$ cat config.mk
export PLATFORM = sky130hd
export DESIGN_NAME = kiss_deframer
export DESIGN_NICKNAME = d
export VERILOG_FILES = /design/src/rtl/kdf_pkg.sv /design/src/rtl/kdf_job_fifo.sv /design/src/rtl/kdf_decoder.sv /design/src/rtl/kdf_drain.sv /design/src/rtl/kiss_deframer.sv
export SDC_FILE = /design/constraint.sdc
export NUM_CORES = 1
export LEC_CHECK = 0
export BUFFER_PORTS_ARGS = -buffer_cell sky130_fd_sc_hd__buf_4
export CORE_UTILIZATION = 30
export CTS_BUF_LIST = sky130_fd_sc_hd__clkbuf_8
export DETAILED_ROUTE_END_ITERATION = 8
export PLACE_DENSITY_LB_ADDON = 0.2
export SYNTH_ARGS = -nofsm -noshare
export SYNTH_HDL_FRONTEND = slang
export SYNTH_HIERARCHICAL = 1
export SYNTH_SLANG_ARGS = --single-unit
$ cat constraint.sdc
create_clock -name aclk -period 4 [get_ports aclk]
set_input_delay 0.8 -clock aclk [delete_from_list [all_inputs] [get_ports aclk]]
set_output_delay 0.8 -clock aclk [all_outputs]
set_load 0.03 [all_outputs]
$ cat src/rtl/kdf_pkg.sv
`default_nettype none

package kdf_pkg;

    // KISS special bytes
    localparam logic [7:0] CHR_FEND  = 8'hC0;
    localparam logic [7:0] CHR_FESC  = 8'hDB;
    localparam logic [7:0] CHR_TFEND = 8'hDC;
    localparam logic [7:0] CHR_TFESC = 8'hDD;

    localparam logic [3:0] NIBBLE_MASK = 4'hF;

    // configuration register indexes
    localparam logic CFG_FRAME_LIMIT  = 1'b0;
    localparam logic CFG_DATA_COMMAND = 1'b1;

    localparam logic [6:0] FRAME_LIMIT_RESET  = 7'd64;
    localparam logic [3:0] DATA_COMMAND_RESET = 4'd0;

    // running error counters, shared by decoder and drain
    typedef struct packed {
        logic [31:0] oversized;
        logic [31:0] malformed;
    } err_cnt_t;

    // drain engine states
    typedef enum logic [1:0] {
        DRN_IDLE,
        DRN_WAIT,
        DRN_SHOW
    } drain_state_t;

endpackage

`default_nettype wire

$ cat src/rtl/kdf_job_fifo.sv
`default_nettype none

module kdf_job_fifo
    import kdf_pkg::*;
#(
    parameter int LEN_W = 7
) (
    input  wire logic             aclk,
    input  wire logic             aresetn,
    input  wire logic             push,
    input  wire logic [LEN_W-1:0] push_len,
    input  wire logic             pop,
    output logic                  not_empty,
    output logic                  not_full,
    output logic [LEN_W-1:0]      head_len
);

    logic [LEN_W-1:0] slot_reg [2];
    logic             wr_ptr_reg, wr_ptr_next;
    logic             rd_ptr_reg, rd_ptr_next;
    logic [1:0]       count_reg, count_next;
    logic             do_push, do_pop;

    assign not_empty = (count_reg != 2'd0);
    assign not_full  = (count_reg != 2'd2);
    assign head_len  = slot_reg[rd_ptr_reg];
    assign do_push   = push && not_full;
    assign do_pop    = pop && not_empty;

    // pointer and fill bookkeeping
    always_comb begin
        wr_ptr_next = do_push ? ~wr_ptr_reg : wr_ptr_reg;
        rd_ptr_next = do_pop ? ~rd_ptr_reg : rd_ptr_reg;
        count_next  = count_reg + {1'b0, do_push} - {1'b0, do_pop};
    end

    always_ff @(posedge aclk) begin
        if (!aresetn) begin
            wr_ptr_reg <= 1'b0;
            rd_ptr_reg <= 1'b0;
            count_reg  <= 2'd0;
        end else begin
            wr_ptr_reg <= wr_ptr_next;
            rd_ptr_reg <= rd_ptr_next;
            count_reg  <= count_next;
        end
    end

    // payload slots
    always_ff @(posedge aclk) begin
        if (do_push) begin
            slot_reg[wr_ptr_reg] <= push_len;
        end
    end

endmodule

`default_nettype wire

$ cat src/rtl/kdf_decoder.sv
`default_nettype none

module kdf_decoder
    import kdf_pkg::*;
#(
    parameter int CAP   = 64,
    parameter int LEN_W = 7,
    parameter int AW    = 6
) (
    input  wire logic             aclk,
    input  wire logic             aresetn,
    input  wire logic             cfg_we,
    input  wire logic             cfg_index,
    input  wire logic [6:0]       cfg_wdata,
    input  wire logic             s_tvalid,
    output logic                  s_tready,
    input  wire logic [7:0]       s_tdata,
    input  wire logic             store_busy,
    output logic                  wr_en,
    output logic [AW-1:0]         wr_addr,
    output logic [7:0]            wr_data,
    output logic                  job_push,
    output logic [LEN_W-1:0]      job_len,
    output err_cnt_t              err_cnt
);

    localparam int CW = (LEN_W > 7) ? LEN_W : 7;
    localparam logic [CW-1:0] CAP_C = CW'(CAP);

    logic [6:0]       limit_reg;
    logic [3:0]       dcmd_reg;
    logic [LEN_W-1:0] len_reg, len_next;
    logic             sync_reg, sync_next;
    logic             cmd_seen_reg, cmd_seen_next;
    logic [3:0]       cmd_nib_reg, cmd_nib_next;
    logic             esc_reg, esc_next;
    logic             drop_reg, drop_next;
    err_cnt_t         cnt_reg, cnt_next;
    logic             accept;
    logic [CW-1:0]    lim_w, lim_act;
    logic [7:0]       pay_byte;

    assign s_tready = !store_busy;
    assign accept   = s_tvalid && s_tready;
    assign err_cnt  = cnt_reg;
    assign job_len  = len_reg;
    assign wr_addr  = len_reg[AW-1:0];
    assign wr_data  = pay_byte;

    // limit in use, clamped to the store depth
    assign lim_w   = CW'(limit_reg);
    assign lim_act = (lim_w > CAP_C) ? CAP_C : lim_w;

    // configuration writes
    always_ff @(posedge aclk) begin
        if (!aresetn) begin
            limit_reg <= FRAME_LIMIT_RESET;
            dcmd_reg  <= DATA_COMMAND_RESET;
        end else if (cfg_we) begin
            case (cfg_index)
                CFG_FRAME_LIMIT:  limit_reg <= cfg_wdata;
                CFG_DATA_COMMAND: dcmd_reg  <= cfg_wdata[3:0];
                default: ;
            endcase
        end
    end

    // byte classification and framing state
    always_comb begin
        len_next      = len_reg;
        sync_next     = sync_reg;
        cmd_seen_next = cmd_seen_reg;
        cmd_nib_next  = cmd_nib_reg;
        esc_next      = esc_reg;
        drop_next     = drop_reg;
        cnt_next      = cnt_reg;
        wr_en         = 1'b0;
        job_push      = 1'b0;
        pay_byte      = s_tdata;

        if (accept) begin
            if (s_tdata == CHR_FEND) begin
                // frame end: a pending escape spoils the frame
                if (esc_reg) begin
                    cnt_next.malformed = cnt_reg.malformed + 32'd1;
                end
                job_push = sync_reg && cmd_seen_reg && !drop_reg && !esc_reg &&
                           ((cmd_nib_reg & NIBBLE_MASK) == (dcmd_reg & NIBBLE_MASK));
                len_next      = '0;
                sync_next     = 1'b1;
                cmd_seen_next = 1'b0;
                esc_next      = 1'b0;
                drop_next     = 1'b0;
            end else if (sync_reg && !drop_reg) begin
                if (!cmd_seen_reg) begin
                    cmd_nib_next  = s_tdata[3:0] & NIBBLE_MASK;
                    cmd_seen_next = 1'b1;
                end else if (esc_reg && s_tdata != CHR_TFEND && s_tdata != CHR_TFESC) begin
                    // bad escape
                    cnt_next.malformed = cnt_reg.malformed + 32'd1;
                    drop_next = 1'b1;
                    esc_next  = 1'b0;
                    len_next  = '0;
                end else if (!esc_reg && s_tdata == CHR_FESC) begin
                    esc_next = 1'b1;
                end else begin
                    if (esc_reg) begin
                        pay_byte = (s_tdata == CHR_TFEND) ? CHR_FEND : CHR_FESC;
                    end
                    esc_next = 1'b0;
                    if (CW'(len_reg) >= lim_act) begin
                        // overflow past the limit
                        cnt_next.oversized = cnt_reg.oversized + 32'd1;
                        drop_next = 1'b1;
                        len_next  = '0;
                    end else begin
                        wr_en    = 1'b1;
                        len_next = len_reg + LEN_W'(1);
                    end
                end
            end
        end
    end

    always_ff @(posedge aclk) begin
        if (!aresetn) begin
            len_reg      <= '0;
            sync_reg     <= 1'b0;
            cmd_seen_reg <= 1'b0;
            cmd_nib_reg  <= 4'd0;
            esc_reg      <= 1'b0;
            drop_reg     <= 1'b0;
            cnt_reg      <= '0;
        end else begin
            len_reg      <= len_next;
            sync_reg     <= sync_next;
            cmd_seen_reg <= cmd_seen_next;
            cmd_nib_reg  <= cmd_nib_next;
            esc_reg      <= esc_next;
            drop_reg     <= drop_next;
            cnt_reg      <= cnt_next;
        end
    end

endmodule

`default_nettype wire

$ cat src/rtl/kdf_drain.sv
`default_nettype none

module kdf_drain
    import kdf_pkg::*;
#(
    parameter int CAP   = 64,
    parameter int LEN_W = 7,
    parameter int AW    = 6
) (
    input  wire logic             aclk,
    input  wire logic             aresetn,
    input  wire logic             wr_en,
    input  wire logic [AW-1:0]    wr_addr,
    input  wire logic [7:0]       wr_data,
    input  wire logic             job_valid,
    input  wire logic [LEN_W-1:0] job_len,
    output logic                  job_pop,
    input  wire err_cnt_t         err_cnt,
    output logic                  busy,
    output logic                  m_tvalid,
    input  wire logic             m_tready,
    output logic [71:0]           m_tdata,
    output logic                  m_tlast,
    output logic                  m_tuser
);

    logic [7:0]       store [CAP];
    logic [7:0]       rd_data_reg;
    drain_state_t     state_reg, state_next;
    logic [AW-1:0]    idx_reg, idx_next;
    logic [LEN_W-1:0] len_reg, len_next;
    logic             empty_reg, empty_next;
    logic             last_hit;

    // frame store: decoder writes, drain reads
    always_ff @(posedge aclk) begin
        if (wr_en) begin
            store[wr_addr] <= wr_data;
        end
        rd_data_reg <= store[idx_reg];
    end

    assign last_hit = ((LEN_W'(idx_reg) + LEN_W'(1)) == len_reg);
    assign busy     = (state_reg != DRN_IDLE);
    assign m_tvalid = (state_reg == DRN_SHOW);
    assign m_tlast  = empty_reg || last_hit;
    assign m_tuser  = empty_reg;
    assign m_tdata  = {err_cnt.oversized, err_cnt.malformed,
                       (empty_reg ? 8'h00 : rd_data_reg)};

    always_ff @(posedge aclk) begin
        if (!aresetn) begin
            state_reg <= DRN_IDLE;
        end else begin
            state_reg <= state_next;
        end
    end

    always_ff @(posedge aclk) begin
        idx_reg   <= idx_next;
        len_reg   <= len_next;
        empty_reg <= empty_next;
    end

    // one read per byte, then hold until taken
    always_comb begin
        state_next = state_reg;
        idx_next   = idx_reg;
        len_next   = len_reg;
        empty_next = empty_reg;
        job_pop    = 1'b0;
        case (state_reg)
            DRN_IDLE: begin
                if (job_valid) begin
                    job_pop    = 1'b1;
                    len_next   = job_len;
                    idx_next   = '0;
                    empty_next = (job_len == '0);
                    state_next = (job_len == '0) ? DRN_SHOW : DRN_WAIT;
                end
            end
            DRN_WAIT: begin
                state_next = DRN_SHOW;
            end
            DRN_SHOW: begin
                if (m_tready) begin
                    if (empty_reg || last_hit) begin
                        state_next = DRN_IDLE;
                    end else begin
                        idx_next   = idx_reg + AW'(1);
                        state_next = DRN_WAIT;
                    end
                end
            end
            default: begin
                state_next = DRN_IDLE;
            end
        endcase
    end

endmodule

`default_nettype wire

$ cat src/rtl/kiss_deframer.sv
`default_nettype none

// Channel   Dir  Word contents (low bits first)
// s_        in   tdata[7:0] rx_byte
// m_        out  tdata[7:0] frame_byte, [39:8] malformed_total, [71:40] oversized_total;
//                tlast last_byte; tuser empty_frame
// cfg_      in   index 0 frame_limit (7 bits), index 1 data_command (4 bits)
//
// Bytes are taken one per cycle while no frame is draining.
// A delivering FEND stalls input until its last word is taken; the drain
// handles each payload byte as a registered store read, then output.
// aresetn is synchronous; the store is not cleared, only control state.
// m_ words hold steady under m_tready low; s_tready does not depend on m_tready.

module kiss_deframer
    import kdf_pkg::*;
#(
    parameter int FRAME_CAPACITY = 64
) (
    input  wire logic        aclk,
    input  wire logic        aresetn,
    input  wire logic        cfg_we,
    input  wire logic        cfg_index,
    input  wire logic [6:0]  cfg_wdata,
    input  wire logic        s_tvalid,
    output logic             s_tready,
    input  wire logic [7:0]  s_tdata,   // [7:0] rx_byte
    output logic             m_tvalid,
    input  wire logic        m_tready,
    output logic [71:0]      m_tdata,   // [7:0] frame_byte, [39:8] malformed, [71:40] oversized
    output logic             m_tlast,
    output logic             m_tuser    // [0] empty_frame
);

    localparam int LEN_W = $clog2(FRAME_CAPACITY + 1);
    localparam int AW    = (FRAME_CAPACITY > 1) ? $clog2(FRAME_CAPACITY) : 1;

    logic             wr_en;
    logic [AW-1:0]    wr_addr;
    logic [7:0]       wr_data;
    logic             job_push, job_pop, job_valid, job_room;
    logic [LEN_W-1:0] push_len, head_len;
    err_cnt_t         err_cnt;
    logic             drain_busy;
    logic             store_busy;

    // store is owned by the drain while a job waits or runs
    assign store_busy = job_valid || drain_busy || !job_room;

    kdf_decoder #(
        .CAP   (FRAME_CAPACITY),
        .LEN_W (LEN_W),
        .AW    (AW)
    ) u_decoder (
        .aclk       (aclk),
        .aresetn    (aresetn),
        .cfg_we     (cfg_we),
        .cfg_index  (cfg_index),
        .cfg_wdata  (cfg_wdata),
        .s_tvalid   (s_tvalid),
        .s_tready   (s_tready),
        .s_tdata    (s_tdata),
        .store_busy (store_busy),
        .wr_en      (wr_en),
        .wr_addr    (wr_addr),
        .wr_data    (wr_data),
        .job_push   (job_push),
        .job_len    (push_len),
        .err_cnt    (err_cnt)
    );

    kdf_job_fifo #(
        .LEN_W (LEN_W)
    ) u_job_fifo (
        .aclk      (aclk),
        .aresetn   (aresetn),
        .push      (job_push),
        .push_len  (push_len),
        .pop       (job_pop),
        .not_empty (job_valid),
        .not_full  (job_room),
        .head_len  (head_len)
    );

    kdf_drain #(
        .CAP   (FRAME_CAPACITY),
        .LEN_W (LEN_W),
        .AW    (AW)
    ) u_drain (
        .aclk      (aclk),
        .aresetn   (aresetn),
        .wr_en     (wr_en),
        .wr_addr   (wr_addr),
        .wr_data   (wr_data),
        .job_valid (job_valid),
        .job_len   (head_len),
        .job_pop   (job_pop),
        .err_cnt   (err_cnt),
        .busy      (drain_busy),
        .m_tvalid  (m_tvalid),
        .m_tready  (m_tready),
        .m_tdata   (m_tdata),
        .m_tlast   (m_tlast),
        .m_tuser   (m_tuser)
    );

endmodule

`default_nettype wire

==> impl_results.md <==
- CTS Buf Count: 109
- Syn nets: 1775
- Yosys cell types: 71
- Simple-gate portion of the synthesized area: 9.50%
- Ant. Diodes: 0
- Total grt overflow: 0
- CP Capture Type: flip-flop
- First-pass GRT wire length: 105000 um
- Gate Count Post-Synth: 1742
- Vias in the first global route: 15900
- Primary FF master, synth: edfxtp_1
- Skew-Pair Late Insertion Delay: 0.71 ns
- Hold Crit Class: in2reg
- First drt pass iteration count: 7
- DRC Markers: 4
- Fraction of registers with async set/reset: 0%
- Final Net Count: 1924
- Post-synthesis xor/xnor area fraction: 1.19%
- WL final: 70100 um
- Worst setup startpoint: u_job_fifo/count_reg[0]
- Synth top cells by count: edfxtp_1 (540), nor2_1 (140), mux4_2 (112)
- H-tree Lvls: 3
- Actual slew at the worst max-slew pin: 1.37 ns
- Clock slew at reported path FFs: 0.06 ns
- Hold Path End: u_decoder/lim_w[6]
- Pin count of the biggest net entering global routing: 111
- Compound-Gate Fraction of Synth Area: 5.64%
- Critical Path Start Type: flip-flop
- FF+latch count, synth: 645
- Final Hold Fails: 0
- Synthesis warning total: 6
- Layout Cells excl Fill: 3147
- Clock Sink Count: 645
- Synth top area cells: edfxtp_1 (60%), mux4_2 (9.4%), dfxtp_1 (7.8%)
- P&R area growth vs syn: 15.6%
- IO Port Bufs: 96
- Setup Crit Path Kind: reg2reg
- Most common cell in the netlist: edfxtp_1
- Worst VDD drop: 0.000206 V
- Adder-Cell Fraction of Synth Area: 0.558%
- Mean post-synth cell area: 15.4 sq um
- Number of flops mapped to enable cells by yosys: 540
- Crit Path Max Fanout: 8
- Layout cell share with drive strength beyond 1: 24.6%
- Max Cap Viol: 0
- FF-to-FF setup slack: 0.12 ns
- Largest area contributor in the netlist: edfxtp_1
- CP arrival: 4.20 ns
- Starting DRT DRC Count: 1262
- Endpoints failing setup: 0
- WL per Instance: 22.3 um
- Root Driver: clkbuf_8
- Die Wd: 301 um
- Cell Pwr Density: 421 nW/um^2
- Main combinational cell family by area after synthesis: multiplexers
- Post-synthesis mux area share: 11.2%
- WHS Path Cells: 3
- Run status: finished with violations
- Max FFs per register: 512
- Max Clock Skew: 0.0276 ns
- Clk buf depth: 3
- Initial core utilization: 30.3%
- Placed Cells: 2942
- RD Place Congestion: 0.832
- Total leakage power: 9.98 nW
- Final worst-path cycle share: 97.0%
- Place WS: 0.0827 ns
- Io pins: 97
- Relative slew slack: 7.51%
- # rows: 109
- Gr usage total: 15.5%
- Register area share after synthesis: 68.1%
- Max-slew violations: 0
- R2r endpoint: u_drain/store[32][1]
- RSZ-0062 raised after global routing: yes
- Chip height: 301 um
- PnR worst setup slack: 0.120 ns
- Reg2reg start: u_job_fifo/count_reg[0]
- Failing checks: DRC
- CTS tree: yes
- Reg2reg path depth: 9
- Post-synth top area share: 60.3%
- Via count: 16000
- Minimum clock period: 3.88 ns
- Fmax: 258 MHz
- Mapped Area: 26900 sq um
- Die ar.: 90900 sq um
- Required time worst endpoint: 4.32 ns
- Number of antenna violations at the first check in global routing: 0
- Hold path start: cfg_wdata[6]
- Hpwl dp: 43500 um
- Antenna Nets Post-Route: 0
- Core Area: 88600 sq um
- Vias/cell: 5.07
-- layout make-up --
type | count | area [sq um]
clock buffers | 120 | 1650
clock inverters | 82 | 418
fillers | 8615 | 57600
inverters | 17 | 63.8
multi-input cells | 919 | 7610
flip-flops and latches | 645 | 18300
well taps | 1165 | 1460
repair buffers | 199 | 1570
-- routing by layer --
metal	global-route usage [%]	wire length (um)	vias to the layer above
li1	-	-	7115
met1	21.7	31900	8253
met4	3.89	1400	0
met5	0	0	-
met3	2.85	3480	104
met2	24.7	33300	489
-- repair_timing --
item                       CTS  global route
setup buffers                0             3
resized for setup            0             2
hold buffers                 0             0
setup endpoints to repair    0            33
-- power by group --
part	leakage, nW	total [W]	internal (W)	switching, W
Combinational	3.02	0.000200	0.0000412	0.000158
Clock	1.21	0.00560	0.00294	0.00267
Sequential	5.75	0.00728	0.00727	0.00000325
-- layout by cell type, fill, tap and decap left out, types with 6 or more instances in the layout --
cell type / count
nor2b_1: 20
o22ai_1: 17
nor2_1: 138
and2_1: 10
xnor2_1: 20
mux2i_1: 31
nand3b_1: 6
mux4_2: 112
nor3_1: 17
nand3_1: 43
or4_1: 40
inv_1: 58
buf_4: 193
dfxtp_1: 105
or3_1: 6
nor4_1: 15
o221ai_1: 14
o2111ai_1: 10
buf_12: 6
edfxtp_1: 540
a21oi_1: 76
clkinv_1: 23
nand2b_1: 13
o21ai_0: 16
clkbuf_8: 120
mux2_2: 17
xor2_1: 14
o31ai_1: 39
o22a_1: 8
nand4_1: 37
nand2_1: 90
a22oi_1: 16
and4_1: 7
ha_1: 12
clkinv_2: 10
and3_1: 14
-- logic make-up after synthesis --
logic type / Yosys count
AOI/OAI and AO/OA: 225
xor gates and xnor gates: 35
adders and majority gates: 12
buffers and inverters: 178
DFF: 645
muxes: 160
and+or+nand+nor: 487
-- stage by stage --
stage / util, % / hold slack [ns] / instance area [sq um] / setup TNS [ns] / total power (W)
floorplan: - / 0.432 / 26900 / 0 / 0.00751
global placement: 32.7 / 0.446 / 29000 / 0 / 0.00762
detailed placement: 32.7 / 0.452 / 29000 / 0 / 0.00762
CTS: 35.0 / 0.272 / 31100 / 0 / 0.0133
global route: 35.1 / 0.309 / 31100 / -1.05 / 0.0136
finish: 35.1 / 0.349 / 31100 / 0 / 0.0131
-- worst max-delay path, cell delays in order, from the launching register on --
cell and delay [ns]:
dfxtp_1 0.36, or2_2 0.33, or3b_1 0.45, nor2b_1 0.29
nand2_1 0.16, a211o_1 0.27, nor2_1 0.17, nor2b_1 0.47
nand2_1 0.39, nor2_1 0.61
-- worst max-delay path by stage --
stage / end / slack, ns
floorplan: u_drain/store[48][0] / 0.38
global placement: u_drain/store[16][2] / 0.20
detailed placement: u_drain/store[16][1] / 0.08
CTS: u_drain/store[16][5] / 0.06
global route: u_drain/store[0][2] / -0.07
finish: u_drain/store[32][1] / 0.12
(Power assumes the default switching activity.)
